File: src/hw/rtl/awc_pkg.sv
`timescale 1ns / 1ps
// ----------------------------------------------------------------------------
// awc_pkg
// Shared types and constants for the AIMD congestion-window controller.
// ----------------------------------------------------------------------------
package awc_pkg;

   // default window format: unsigned Q20.16
   localparam int FRAC_BITS_DEF = 16;
   localparam int INT_BITS_DEF  = 20;

   localparam int TIME_W     = 32;
   localparam int LIMIT_W    = 16;
   localparam int COUNT_W    = 4;
   localparam int CSR_IDX_W  = 1;
   localparam int CSR_DATA_W = 16;

   localparam logic [LIMIT_W-1:0] TIMEOUT_LIMIT_RESET = LIMIT_W'(100);
   localparam logic [COUNT_W-1:0] COLLAPSE_RESET      = COUNT_W'(5);
   localparam logic [COUNT_W-1:0] STREAK_MAX          = COUNT_W'(15);
   localparam int                 WINDOW_RESET_INT    = 25;
   localparam int                 THRESHOLD_RESET     = 1000000;

   typedef enum logic [CSR_IDX_W-1:0] {
      CSR_TIMEOUT_LIMIT  = 1'b0,
      CSR_COLLAPSE_COUNT = 1'b1
   } csr_index_type;

   typedef enum logic [2:0] {
      ST_IDLE,
      ST_EVAL,
      ST_GROW_CHECK,
      ST_DIVIDE,
      ST_ADD,
      ST_RESULT
   } state_type;

   typedef struct packed {
      logic busy;
      logic done;
   } div_status_type;

endpackage

File: src/hw/rtl/awc_divider.sv
`timescale 1ns / 1ps
// ----------------------------------------------------------------------------
// awc_divider
// Radix-2 restoring divider, one quotient bit per cycle.
// ----------------------------------------------------------------------------
module awc_divider #(
   parameter int NUM_W = 33,
   parameter int DEN_W = 36
) (
   input  logic                   clock,
   input  logic                   reset,
   input  logic                   start,
   input  logic [NUM_W-1:0]       numerator,
   input  logic [DEN_W-1:0]       divisor,
   output awc_pkg::div_status_type status,
   output logic [NUM_W-1:0]       quotient
);
   import awc_pkg::*;

   localparam int CNT_W = $clog2(NUM_W + 1);

   logic [DEN_W-1:0] rem_ff,  rem_in;
   logic [NUM_W-1:0] quo_ff,  quo_in;
   logic [DEN_W-1:0] den_ff,  den_in;
   logic [CNT_W-1:0] cnt_ff,  cnt_in;
   logic             busy_ff, busy_in;
   logic             done_ff, done_in;

   logic [DEN_W:0]   trial;
   logic [DEN_W:0]   diff;
   logic             fits;

   always_comb begin
      trial = {rem_ff, quo_ff[NUM_W-1]};
      diff  = trial - {1'b0, den_ff};
      fits  = trial >= {1'b0, den_ff};

      rem_in  = rem_ff;
      quo_in  = quo_ff;
      den_in  = den_ff;
      cnt_in  = cnt_ff;
      busy_in = busy_ff;
      done_in = 1'b0;

      if (start) begin
         rem_in  = '0;
         quo_in  = numerator;
         den_in  = divisor;
         cnt_in  = '0;
         busy_in = 1'b1;
      end else if (busy_ff) begin
         // remainder stays below the divisor, so its top bit drops
         rem_in = fits ? diff[DEN_W-1:0] : trial[DEN_W-1:0];
         quo_in = {quo_ff[NUM_W-2:0], fits};
         cnt_in = cnt_ff + CNT_W'(1);
         if (cnt_ff == CNT_W'(NUM_W - 1)) begin
            busy_in = 1'b0;
            done_in = 1'b1;
         end
      end
   end

   always_ff @(posedge clock) begin
      if (reset) begin
         busy_ff <= 1'b0;
         done_ff <= 1'b0;
         cnt_ff  <= '0;
      end else begin
         busy_ff <= busy_in;
         done_ff <= done_in;
         cnt_ff  <= cnt_in;
      end
      rem_ff <= rem_in;
      quo_ff <= quo_in;
      den_ff <= den_in;
   end

   assign status.busy = busy_ff;
   assign status.done = done_ff;
   assign quotient    = quo_ff;

endmodule

File: src/hw/rtl/aimd_window_controller.sv
`timescale 1ns / 1ps
// ----------------------------------------------------------------------------
// aimd_window_controller
// Slow-start / AIMD congestion window, updated once per acknowledgement.
// ----------------------------------------------------------------------------
// One acknowledgement is handled at a time. A timeout ack goes through EVAL
// and RESULT, a slow-start ack through EVAL, GROW_CHECK and RESULT; an ack in
// congestion avoidance (default Q20.16 window) goes through EVAL, DIVIDE, ADD
// and RESULT, DIVIDE waiting on the divider that forms 1.5/window one quotient
// bit per cycle. The input is ready again once the result is written to the
// output register, while that result may still wait for the consumer. The
// configuration port is always ready and must be written only while idle.
module aimd_window_controller #(
   parameter int FRAC_BITS = awc_pkg::FRAC_BITS_DEF,
   parameter int INT_BITS  = awc_pkg::INT_BITS_DEF
) (
   input  logic                            clock,
   input  logic                            reset,
   input  logic                            req_valid,
   output logic                            req_ready,
   input  logic [awc_pkg::TIME_W-1:0]      req_send_time,
   input  logic [awc_pkg::TIME_W-1:0]      req_ack_time,
   output logic                            rsp_valid,
   input  logic                            rsp_ready,
   output logic [INT_BITS-1:0]             rsp_window_datagrams,
   output logic                            rsp_was_timeout,
   input  logic                            csr_valid,
   output logic                            csr_ready,
   input  logic [awc_pkg::CSR_IDX_W-1:0]   csr_index,
   input  logic [awc_pkg::CSR_DATA_W-1:0]  csr_data
);
   import awc_pkg::*;

   localparam int WIN_W = INT_BITS + FRAC_BITS;
   localparam int NUM_W = 2 * FRAC_BITS + 1;
   localparam int SUM_W = ((NUM_W > WIN_W) ? NUM_W : WIN_W) + 1;

   localparam logic [WIN_W-1:0] WIN_MAX   = {WIN_W{1'b1}};
   localparam logic [WIN_W-1:0] WIN_ONE   = WIN_W'(1) << FRAC_BITS;
   localparam logic [WIN_W-1:0] WIN_RESET = WIN_W'(WINDOW_RESET_INT) << FRAC_BITS;
   localparam logic [WIN_W:0]   WIN_TWO   = (WIN_W + 1)'(2) << FRAC_BITS;
   localparam logic [NUM_W-1:0] DIV_NUM   = NUM_W'(3) << (2 * FRAC_BITS - 1);
   localparam logic [INT_BITS-1:0] THR_RESET = INT_BITS'(THRESHOLD_RESET);

   state_type             state_ff,    state_in;
   logic [WIN_W-1:0]      window_ff,   window_in;
   logic [INT_BITS-1:0]   thr_ff,      thr_in;
   logic                  slow_ff,     slow_in;
   logic [COUNT_W-1:0]    streak_ff,   streak_in;
   logic [LIMIT_W-1:0]    limit_ff,    limit_in;
   logic [COUNT_W-1:0]    collapse_ff, collapse_in;
   logic [TIME_W-1:0]     rtt_ff,      rtt_in;
   logic                  timeout_ff,  timeout_in;
   logic                  rsp_valid_ff,   rsp_valid_in;
   logic [INT_BITS-1:0]   rsp_window_ff,  rsp_window_in;
   logic                  rsp_timeout_ff, rsp_timeout_in;

   logic [WIN_W+1:0]      triple_w;
   logic [WIN_W:0]        grow_sum;
   logic [SUM_W-1:0]      div_sum;
   logic [COUNT_W-1:0]    streak_next;
   logic [INT_BITS-1:0]   whole;
   logic [INT_BITS-1:0]   thr_three_q;
   logic [WIN_W-1:0]      win_three_q;
   logic                  timed_out;
   logic                  div_start;
   div_status_type        div_status;
   logic [NUM_W-1:0]      quotient;

   awc_divider #(
      .NUM_W (NUM_W),
      .DEN_W (WIN_W)
   ) u_divider (
      .clock     (clock),
      .reset     (reset),
      .start     (div_start),
      .numerator (DIV_NUM),
      .divisor   (window_ff),
      .status    (div_status),
      .quotient  (quotient)
   );

   assign csr_ready = 1'b1;

   always_comb begin
      limit_in    = limit_ff;
      collapse_in = collapse_ff;
      if (csr_valid) begin
         case (csr_index_type'(csr_index))
            CSR_TIMEOUT_LIMIT:  limit_in    = csr_data[LIMIT_W-1:0];
            CSR_COLLAPSE_COUNT: collapse_in = csr_data[COUNT_W-1:0];
            default: ;
         endcase
      end
   end

   // shared 3*window, used by the timeout and slow-start exit paths
   assign triple_w    = {2'b00, window_ff} + {1'b0, window_ff, 1'b0};
   assign thr_three_q = triple_w[WIN_W+1:FRAC_BITS+2];
   assign win_three_q = triple_w[WIN_W+1:2];
   assign grow_sum    = {1'b0, window_ff} + WIN_TWO;
   assign div_sum     = SUM_W'(window_ff) + SUM_W'(quotient);
   assign timed_out   = rtt_ff > TIME_W'(limit_ff);
   assign streak_next = (streak_ff == STREAK_MAX) ? streak_ff : streak_ff + COUNT_W'(1);
   assign whole       = window_ff[WIN_W-1:FRAC_BITS];

   always_comb begin
      state_in       = state_ff;
      window_in      = window_ff;
      thr_in         = thr_ff;
      slow_in        = slow_ff;
      streak_in      = streak_ff;
      rtt_in         = rtt_ff;
      timeout_in     = timeout_ff;
      rsp_valid_in   = rsp_valid_ff;
      rsp_window_in  = rsp_window_ff;
      rsp_timeout_in = rsp_timeout_ff;
      div_start      = 1'b0;
      req_ready      = 1'b0;

      if (rsp_valid_ff && rsp_ready) begin
         rsp_valid_in = 1'b0;
      end

      case (state_ff)
         ST_IDLE: begin
            req_ready = 1'b1;
            if (req_valid) begin
               rtt_in   = req_ack_time - req_send_time;
               state_in = ST_EVAL;
            end
         end
         ST_EVAL: begin
            timeout_in = timed_out;
            if (timed_out) begin
               streak_in = streak_next;
               slow_in   = 1'b1;
               if (streak_next >= collapse_ff) begin
                  thr_in    = INT_BITS'(window_ff >> (FRAC_BITS + 1));
                  window_in = WIN_ONE;
               end else begin
                  thr_in    = thr_three_q;
                  window_in = WIN_W'({thr_three_q, {(FRAC_BITS - 1){1'b0}}});
               end
               state_in = ST_RESULT;
            end else begin
               streak_in = '0;
               if (slow_ff) begin
                  window_in = grow_sum[WIN_W] ? WIN_MAX : grow_sum[WIN_W-1:0];
                  state_in  = ST_GROW_CHECK;
               end else if (window_ff == '0) begin
                  window_in = WIN_MAX;
                  state_in  = ST_RESULT;
               end else begin
                  div_start = 1'b1;
                  state_in  = ST_DIVIDE;
               end
            end
         end
         ST_GROW_CHECK: begin
            // leave slow start once the window reaches the threshold
            if (window_ff >= {thr_ff, {FRAC_BITS{1'b0}}}) begin
               slow_in   = 1'b0;
               window_in = (win_three_q < WIN_ONE) ? WIN_ONE : win_three_q;
            end
            state_in = ST_RESULT;
         end
         ST_DIVIDE: begin
            if (div_status.done) begin
               state_in = ST_ADD;
            end
         end
         ST_ADD: begin
            window_in = (div_sum > SUM_W'(WIN_MAX)) ? WIN_MAX : div_sum[WIN_W-1:0];
            state_in  = ST_RESULT;
         end
         ST_RESULT: begin
            // hold until the output register is free
            if (!rsp_valid_ff || rsp_ready) begin
               rsp_valid_in   = 1'b1;
               rsp_window_in  = (whole == '0) ? INT_BITS'(1) : whole;
               rsp_timeout_in = timeout_ff;
               state_in       = ST_IDLE;
            end
         end
         default: begin
            state_in = ST_IDLE;
         end
      endcase
   end

   always_ff @(posedge clock) begin
      if (reset) begin
         state_ff     <= ST_IDLE;
         window_ff    <= WIN_RESET;
         thr_ff       <= THR_RESET;
         slow_ff      <= 1'b1;
         streak_ff    <= '0;
         limit_ff     <= TIMEOUT_LIMIT_RESET;
         collapse_ff  <= COLLAPSE_RESET;
         rsp_valid_ff <= 1'b0;
      end else begin
         state_ff     <= state_in;
         window_ff    <= window_in;
         thr_ff       <= thr_in;
         slow_ff      <= slow_in;
         streak_ff    <= streak_in;
         limit_ff     <= limit_in;
         collapse_ff  <= collapse_in;
         rsp_valid_ff <= rsp_valid_in;
      end
      rtt_ff         <= rtt_in;
      timeout_ff     <= timeout_in;
      rsp_window_ff  <= rsp_window_in;
      rsp_timeout_ff <= rsp_timeout_in;
   end

   assign rsp_valid            = rsp_valid_ff;
   assign rsp_window_datagrams = rsp_window_ff;
   assign rsp_was_timeout      = rsp_timeout_ff;

endmodule

File: config.mk
export PLATFORM = sky130hd
export DESIGN_NAME = aimd_window_controller
export DESIGN_NICKNAME = d
export VERILOG_FILES = /design/src/hw/rtl/awc_pkg.sv /design/src/hw/rtl/awc_divider.sv /design/src/hw/rtl/aimd_window_controller.sv
export SDC_FILE = /design/constraint.sdc
export NUM_CORES = 1
export LEC_CHECK = 0
export ABC_AREA = 1
export BUFFER_PORTS_ARGS = -buffer_cell sky130_fd_sc_hd__buf_4
export CORE_UTILIZATION = 55
export CTS_BUF_LIST = sky130_fd_sc_hd__clkbuf_8 sky130_fd_sc_hd__clkbuf_16
export DETAILED_ROUTE_END_ITERATION = 10
export GPL_ROUTABILITY_DRIVEN = 0
export PLACE_DENSITY = 0.76
export RECOVER_POWER = 100
export REMOVE_ABC_BUFFERS = 1
export SYNTH_ARGS = -nofsm -noshare
export SYNTH_HDL_FRONTEND = slang
export SYNTH_SLANG_ARGS = --single-unit
File: constraint.sdc
create_clock -name clock -period 5.3 [get_ports clock]
set_clock_uncertainty 0.15 [all_clocks]
set_input_delay 1.06 -clock clock [delete_from_list [all_inputs] [get_ports clock]]
set_output_delay 1.06 -clock clock [all_outputs]
set_load 0.01 [all_outputs]
# After elaboration in Yosys (flattened, before gate mapping)

Index checks and enable logic that the tools add are counted.

Add/sub/neg operators: 7
$lt $le $gt $ge: 6
Equal/unequal tests: 13
Muxes and demuxes: 35
Bitwise logic cells: 2
Reductions and logical operators: 19

Operator list:

| operator                                                               | count |
|---|---|
| 36-bit two-way mux                                                     | 8 |
| 36-bit one-hot mux with 3 select lines                                 | 1 |
| 36-bit by 37-bit adder with 38-bit output                              | 1 |
| 36-bit by 18-bit adder with 37-bit output, second input constant       | 1 |
| 36-bit by 33-bit adder with 37-bit output                              | 1 |
| 37-bit by 36-bit >= comparator with 1-bit output                       | 1 |
| 37-bit by 36-bit > comparator with 1-bit output, second input constant | 1 |
| 36-bit >= comparator                                                   | 1 |
| 36-bit logical NOT                                                     | 1 |
| 36-bit by 17-bit < comparator with 1-bit output, second input constant | 1 |
| 36-bit subtractor                                                      | 1 |
| 35-bit two-way mux                                                     | 1 |
| 32-bit by 16-bit > comparator with 1-bit output                        | 1 |
| 32-bit subtractor                                                      | 1 |
| 20-bit logical NOT                                                     | 1 |
| 20-bit two-way mux                                                     | 1 |
| 3-bit two-way mux                                                      | 6 |
| 3-bit one-hot mux with 5 select lines                                  | 1 |
| 1-bit two-way mux                                                      | 14 |
| 2-bit AND reduction                                                    | 5 |
| 3-bit AND reduction                                                    | 3 |
| 4-bit two-way mux                                                      | 2 |
| 2-bit inequality test, second input constant                           | 4 |
| 6-bit by 1-bit adder with 6-bit output, second input constant          | 1 |
| other kinds (19)                                                       | 23 |

Bits in registers: 252
Input bits: 86
Output and inout bits: 24
Word-level logic and storage cells: 100

# Longest topological paths before layout

Word-level depth: 6
Gate-level depth with buffers: 22
Gate-level depth less buffers: 22

# By module

Synthesis repeated with hierarchy kept, for this count alone.

Cell total of the unflattened synthesis: 3328
Area total of the unflattened synthesis: 22123.7 sq um

Modules (own cells, without submodules):

| module                 | instances | cells each | area each (sq um) | seq. area each (sq um) |
|---|---|---|---|---|
| aimd_window_controller | 1         | 2275       | 14584.0           | 3323.2 |
| awc_divider            | 1         | 1053       | 7539.7            | 2952.8 |

# Worst setup path before layout

OpenSTA, ideal clock, no wires.

Path type: input-to-reg
Start: input req_valid
End: register rtt_ff[0] (enable)
Setup time: 0.461 ns
Arrival time: 3.321 ns
Required time: 4.689 ns
Path slack: 1.368 ns
Stages on the path: 2
Buffers on the path: 0
Cell sequence: inv_1 -> nor3_1

Cells in the longest elaborated chain, start to end: 1

Ends and longest elaborated chain:

| element                       | line                          | source |
|---|---|---|
| start, declared               | aimd_window_controller.sv:19  | `input logic req_valid,` |
| 2-bit AND reduction (no line) | --                            |  |
| end signal, assigned          | aimd_window_controller.sv:212 | `rtt_ff <= rtt_in;` |
| end, declared                 | aimd_window_controller.sv:52  | `logic [TIME_W-1:0] rtt_ff, rtt_in;` |

Every way passes these cells.
A chain may end at the register's enable or synchronous reset.

# Worst setup path after layout

Start: register window_ff[21]
End: register window_ff[9]

Cells in the longest elaborated chain, start to end: 5
Elaborated cells on any way between the ends: 17
Those cells by class: add/sub (3); order compare (3); eq/ne (2); mux (7); reduce/logical (2)

Ends and longest elaborated chain:

| element                                                                                                | line                                                         | source |
|---|---|---|
| start, declared                                                                                        | aimd_window_controller.sv:46                                 | `logic [WIN_W-1:0] window_ff, window_in;` |
| start signal, assigned                                                                                 | aimd_window_controller.sv:204                                | `window_ff <= window_in;` |
| 36-bit by 37-bit adder with 38-bit output or 36-bit by 18-bit adder with 37-bit output (tied branches) | aimd_window_controller.sv:98, aimd_window_controller.sv:101  |  |
| 36-bit by 17-bit < comparator with 1-bit output or 36-bit two-way mux (tied branches)                  | aimd_window_controller.sv:164, aimd_window_controller.sv:149 |  |
| 36-bit two-way mux (on tied branches)                                                                  | aimd_window_controller.sv:164, aimd_window_controller.sv:148 |  |
| 36-bit two-way mux (on tied branches)                                                                  | aimd_window_controller.sv:162, aimd_window_controller.sv:135 |  |
| 36-bit one-hot mux with 3 select lines                                                                 | aimd_window_controller.sv:125                                | `case (state_ff)` |

Several ways; a longest one is shown, not always the timed one. The select of a mux whose other input is x is not followed.

==> impl_metrics.yaml <==
outcome:
  outcome: "finished with violations"
  violations: "max-capacitance violations, max-slew violations"
logic_synthesis:
  synth_edf_count: 90
  yosys_most_used_dff: "dfxtp_1"
  synth_area_um2: 20700
  synth.top_cells.by_area: "dfxtp_1 16%, edfxtp_1 13%, nand2_1 13%"
  postSynthAreaPerCell_um2: 6.875
  synth_common_cells: "696 x nand2_1, 486 x inv_1, 309 x a21oi_1"
  yosys_warnings: 0
  yosysMostFrequentCell: "nand2_1"
  synth_seq_cells: 252
  synthDistinctLibCells: 64
  ys_async_sr_fraction: 0
  yosysTopAreaCell: "dfxtp_1"
  synthCells: 3011
  yosysSeqAreaShare: 0.2872
  synth_top_area_frac: 0.1567
timing:
  post-route-period-util: 0.8306
  relSlewSlack: -0.2239
  fmax_mhz: 227.2
  grt_setup_unrepaired: "false"
  worst_slew_pin_slew_ps: 1836
  slew_violations: 85
  hold_viol: 0
  finalCriticalPeriod_ps: 4402
  fin_tns_setup_ps: 0
  whs_ps: 283.3
  setup_viol: 0
cts:
  cts_tree: "done"
  post_cts_resized: 0
  ctsHoldBuffers: 0
  clk_latency_ps: 600
  path_clk_slew_ps: 60
  cts_root_buffer: "clkbuf_16"
  post_cts_buffers: 0
  cts_num_sinks: 252
  cts_buffer_depth: 3
  htreeDepth: 1
  cts_made_buffers: 28
drt:
  ant_nets: 0
  wl_per_cell_um: 18.18
  drtIter0Drc: 2429
  firstDrtPassIters: 7
  via_count: 21460
  routed_wl_mm: 65.41
  drc: 0
  via_per_inst: 5.964
final_layout:
  fin_nets: 3393
  drive_gt1_frac: 0.07029
  area_delta_synth_final_pct: 9.750
  utilization: 0.6176
  antenna_cells: 0
  finalNonFillerCells: 3598
  fillerInstances: 3422
  design_area_um2: 22720
setup_path:
  critPathLaunch: "window_ff[21]"
  required_ps: 5600
  cp_data_arrival_time_ps: 4700
  crit_path_max_fanout: 17
  crit_type: "flip-flop to flip-flop"
  end_kind: "flip-flop"
  start_kind: "flip-flop"
  r2r_start: "window_ff[21]"
power:
  power_switching_mw: 2.639
  p_per_area_nw_per_um2: 300.1
  total_leakage_power_nw: 11.18
  pwr-share-comb: 0.349
  ir_drop_v: 0.0002732
  p_int_mw: 4.178
  clkPwrFrac: 0.297
  swShare: 0.3872
  p_seq_frac: 0.354
die:
  start_util: 0.5627
  die_w_um: 196
  fp.dieH_um: 196
  core_um2: 36790
  dieArea_um2: 38420
  std_cell_rows: 70
  pin_count: 110
placed_design:
  portBuffers: 108
  dp_hpwl_mm: 50.91
  place_area_um2: 21940
  placed_cells: 3546
global_routing:
  grt_pass1_wl_mm: 103.1
  antenna_found_initial: 2
  first_global_vias: 19880
  grt_use_total: 0.3339
  grt-ovfl-total: 0
  grt_max_degree: 70
hold_path:
  hp-start: "timeout_ff"
  min_path_type: "flip-flop to flip-flop"
job:
  cap_violations: 3
-- through the flow --
stage	setup WS [ps]	total power, mW
detailed placement	1666	4.722
global route	654.9	7.139
finish	897.9	6.817
CTS	1645	6.738
floorplan	1368	3.975
global placement	1728	4.665
-- state kept, by name, summed over array words and instances, names as in the netlist, 3 cells and up --
name                  cells
collapse_ff               4
u_divider.cnt_ff          6
streak_ff                 4
state_ff                  3
u_divider.rem_ff         36
u_divider.quotient       33
rsp_window_datagrams     20
thr_ff                   20
window_ff                36
rtt_ff                   32
u_divider.den_ff         36
limit_ff                 16
-- cells by family after synthesis --
logic type	Yosys count	synth area share
buffers and inverters	565	0.1058
other	1	0.0001812
adders and majority gates	199	0.1217
xor gates and xnor gates	113	0.04781
AOI/OAI and AO/OA	665	0.1856
and+or+nand+nor	1216	0.2516
DFF	252	0.2872
-- critical path, cell delays in order, from the launching register on --
cell      delay, ps
dfxtp_1         310
clkbuf_1        610
inv_1           200
ha_1            440
nand2_1         140
nor2_1          240
nand2_1         110
nor2_1          170
nand4_1         140
nand3_1         150
nand2_1          80
nand2_1         120
nand2_1          70
nor2_1          120
nand4_1         750
nand3_1         370
a21oi_2          90
-- layout make-up --
class                      instances  area (um2)  area share
clock buffer                      32       755.7     0.03327
clock inverter                    20       207.7    0.009142
inverter                         508        1907     0.08393
multi-input combinational       2194       12510      0.5505
sequential                       252        5947      0.2618
tap                              468       585.6     0.02578
timing repair buffer             124       808.3     0.03558
-- power groups by stage --
stage          logic, mW  clock network (mW)  registers [mW]
6_report            2.38                2.02            2.41
5_1_grt             2.60                2.12            2.42
4_1_cts             2.30                2.04            2.40
3_5_place_dp        2.28                   0            2.44
3_3_place_gp        2.23                   0            2.43
2_1_floorplan       1.63                   0            2.34
-- worst paths after layout --
| check | slack (ps) | cells after the start | end |
|---|---|---|---|
| setup / recovery | 900 | 16 | window_ff[9] |
| hold / removal | 280 | 0 | rsp_was_timeout |
| setup reg to reg | 900 | 16 | window_ff[9] |
| hold reg to reg | 280 | 0 | rsp_was_timeout |
-- cells in the final DEF (no fill, tap or decap), types with 5 or more instances in the layout --
cell type,n
a21boi_0,5
nor2_4,7
inv_1,497
o2111ai_1,7
a22oi_1,6
nand3_2,13
xnor2_1,46
nor2_1,250
nor4_1,13
o21bai_1,22
clkbuf_16,28
nand4_1,34
nand3_1,123
edfxtp_1,90
a21oi_1,311
dfxtp_1,161
xor2_1,67
ha_1,195
buf_4,88
o22ai_1,9
o21a_1,6
clkinv_2,7
a31oi_1,18
o21ai_0,165
nor3_1,32
inv_2,13
nor2_2,8
o211ai_1,28
o221ai_1,14
a221oi_1,13
a21oi_2,9
nand2_2,17
a211oi_1,15
a21o_1,19
clkbuf_1,32
nand3b_1,5
nand2_1,698
-- routing by layer --
layer / GRT usage / vias to the layer above / part of all wire
met1: 0.4554 / 9887 / 0.42
li1: - / 10180 / -
met2: 0.5096 / 1178 / 0.42
met4: 0.1299 / 4 / 0.041
met3: 0.07856 / 216 / 0.12
met5: 0 / - / 0.00041
Power figures use the tool's default switching activity.
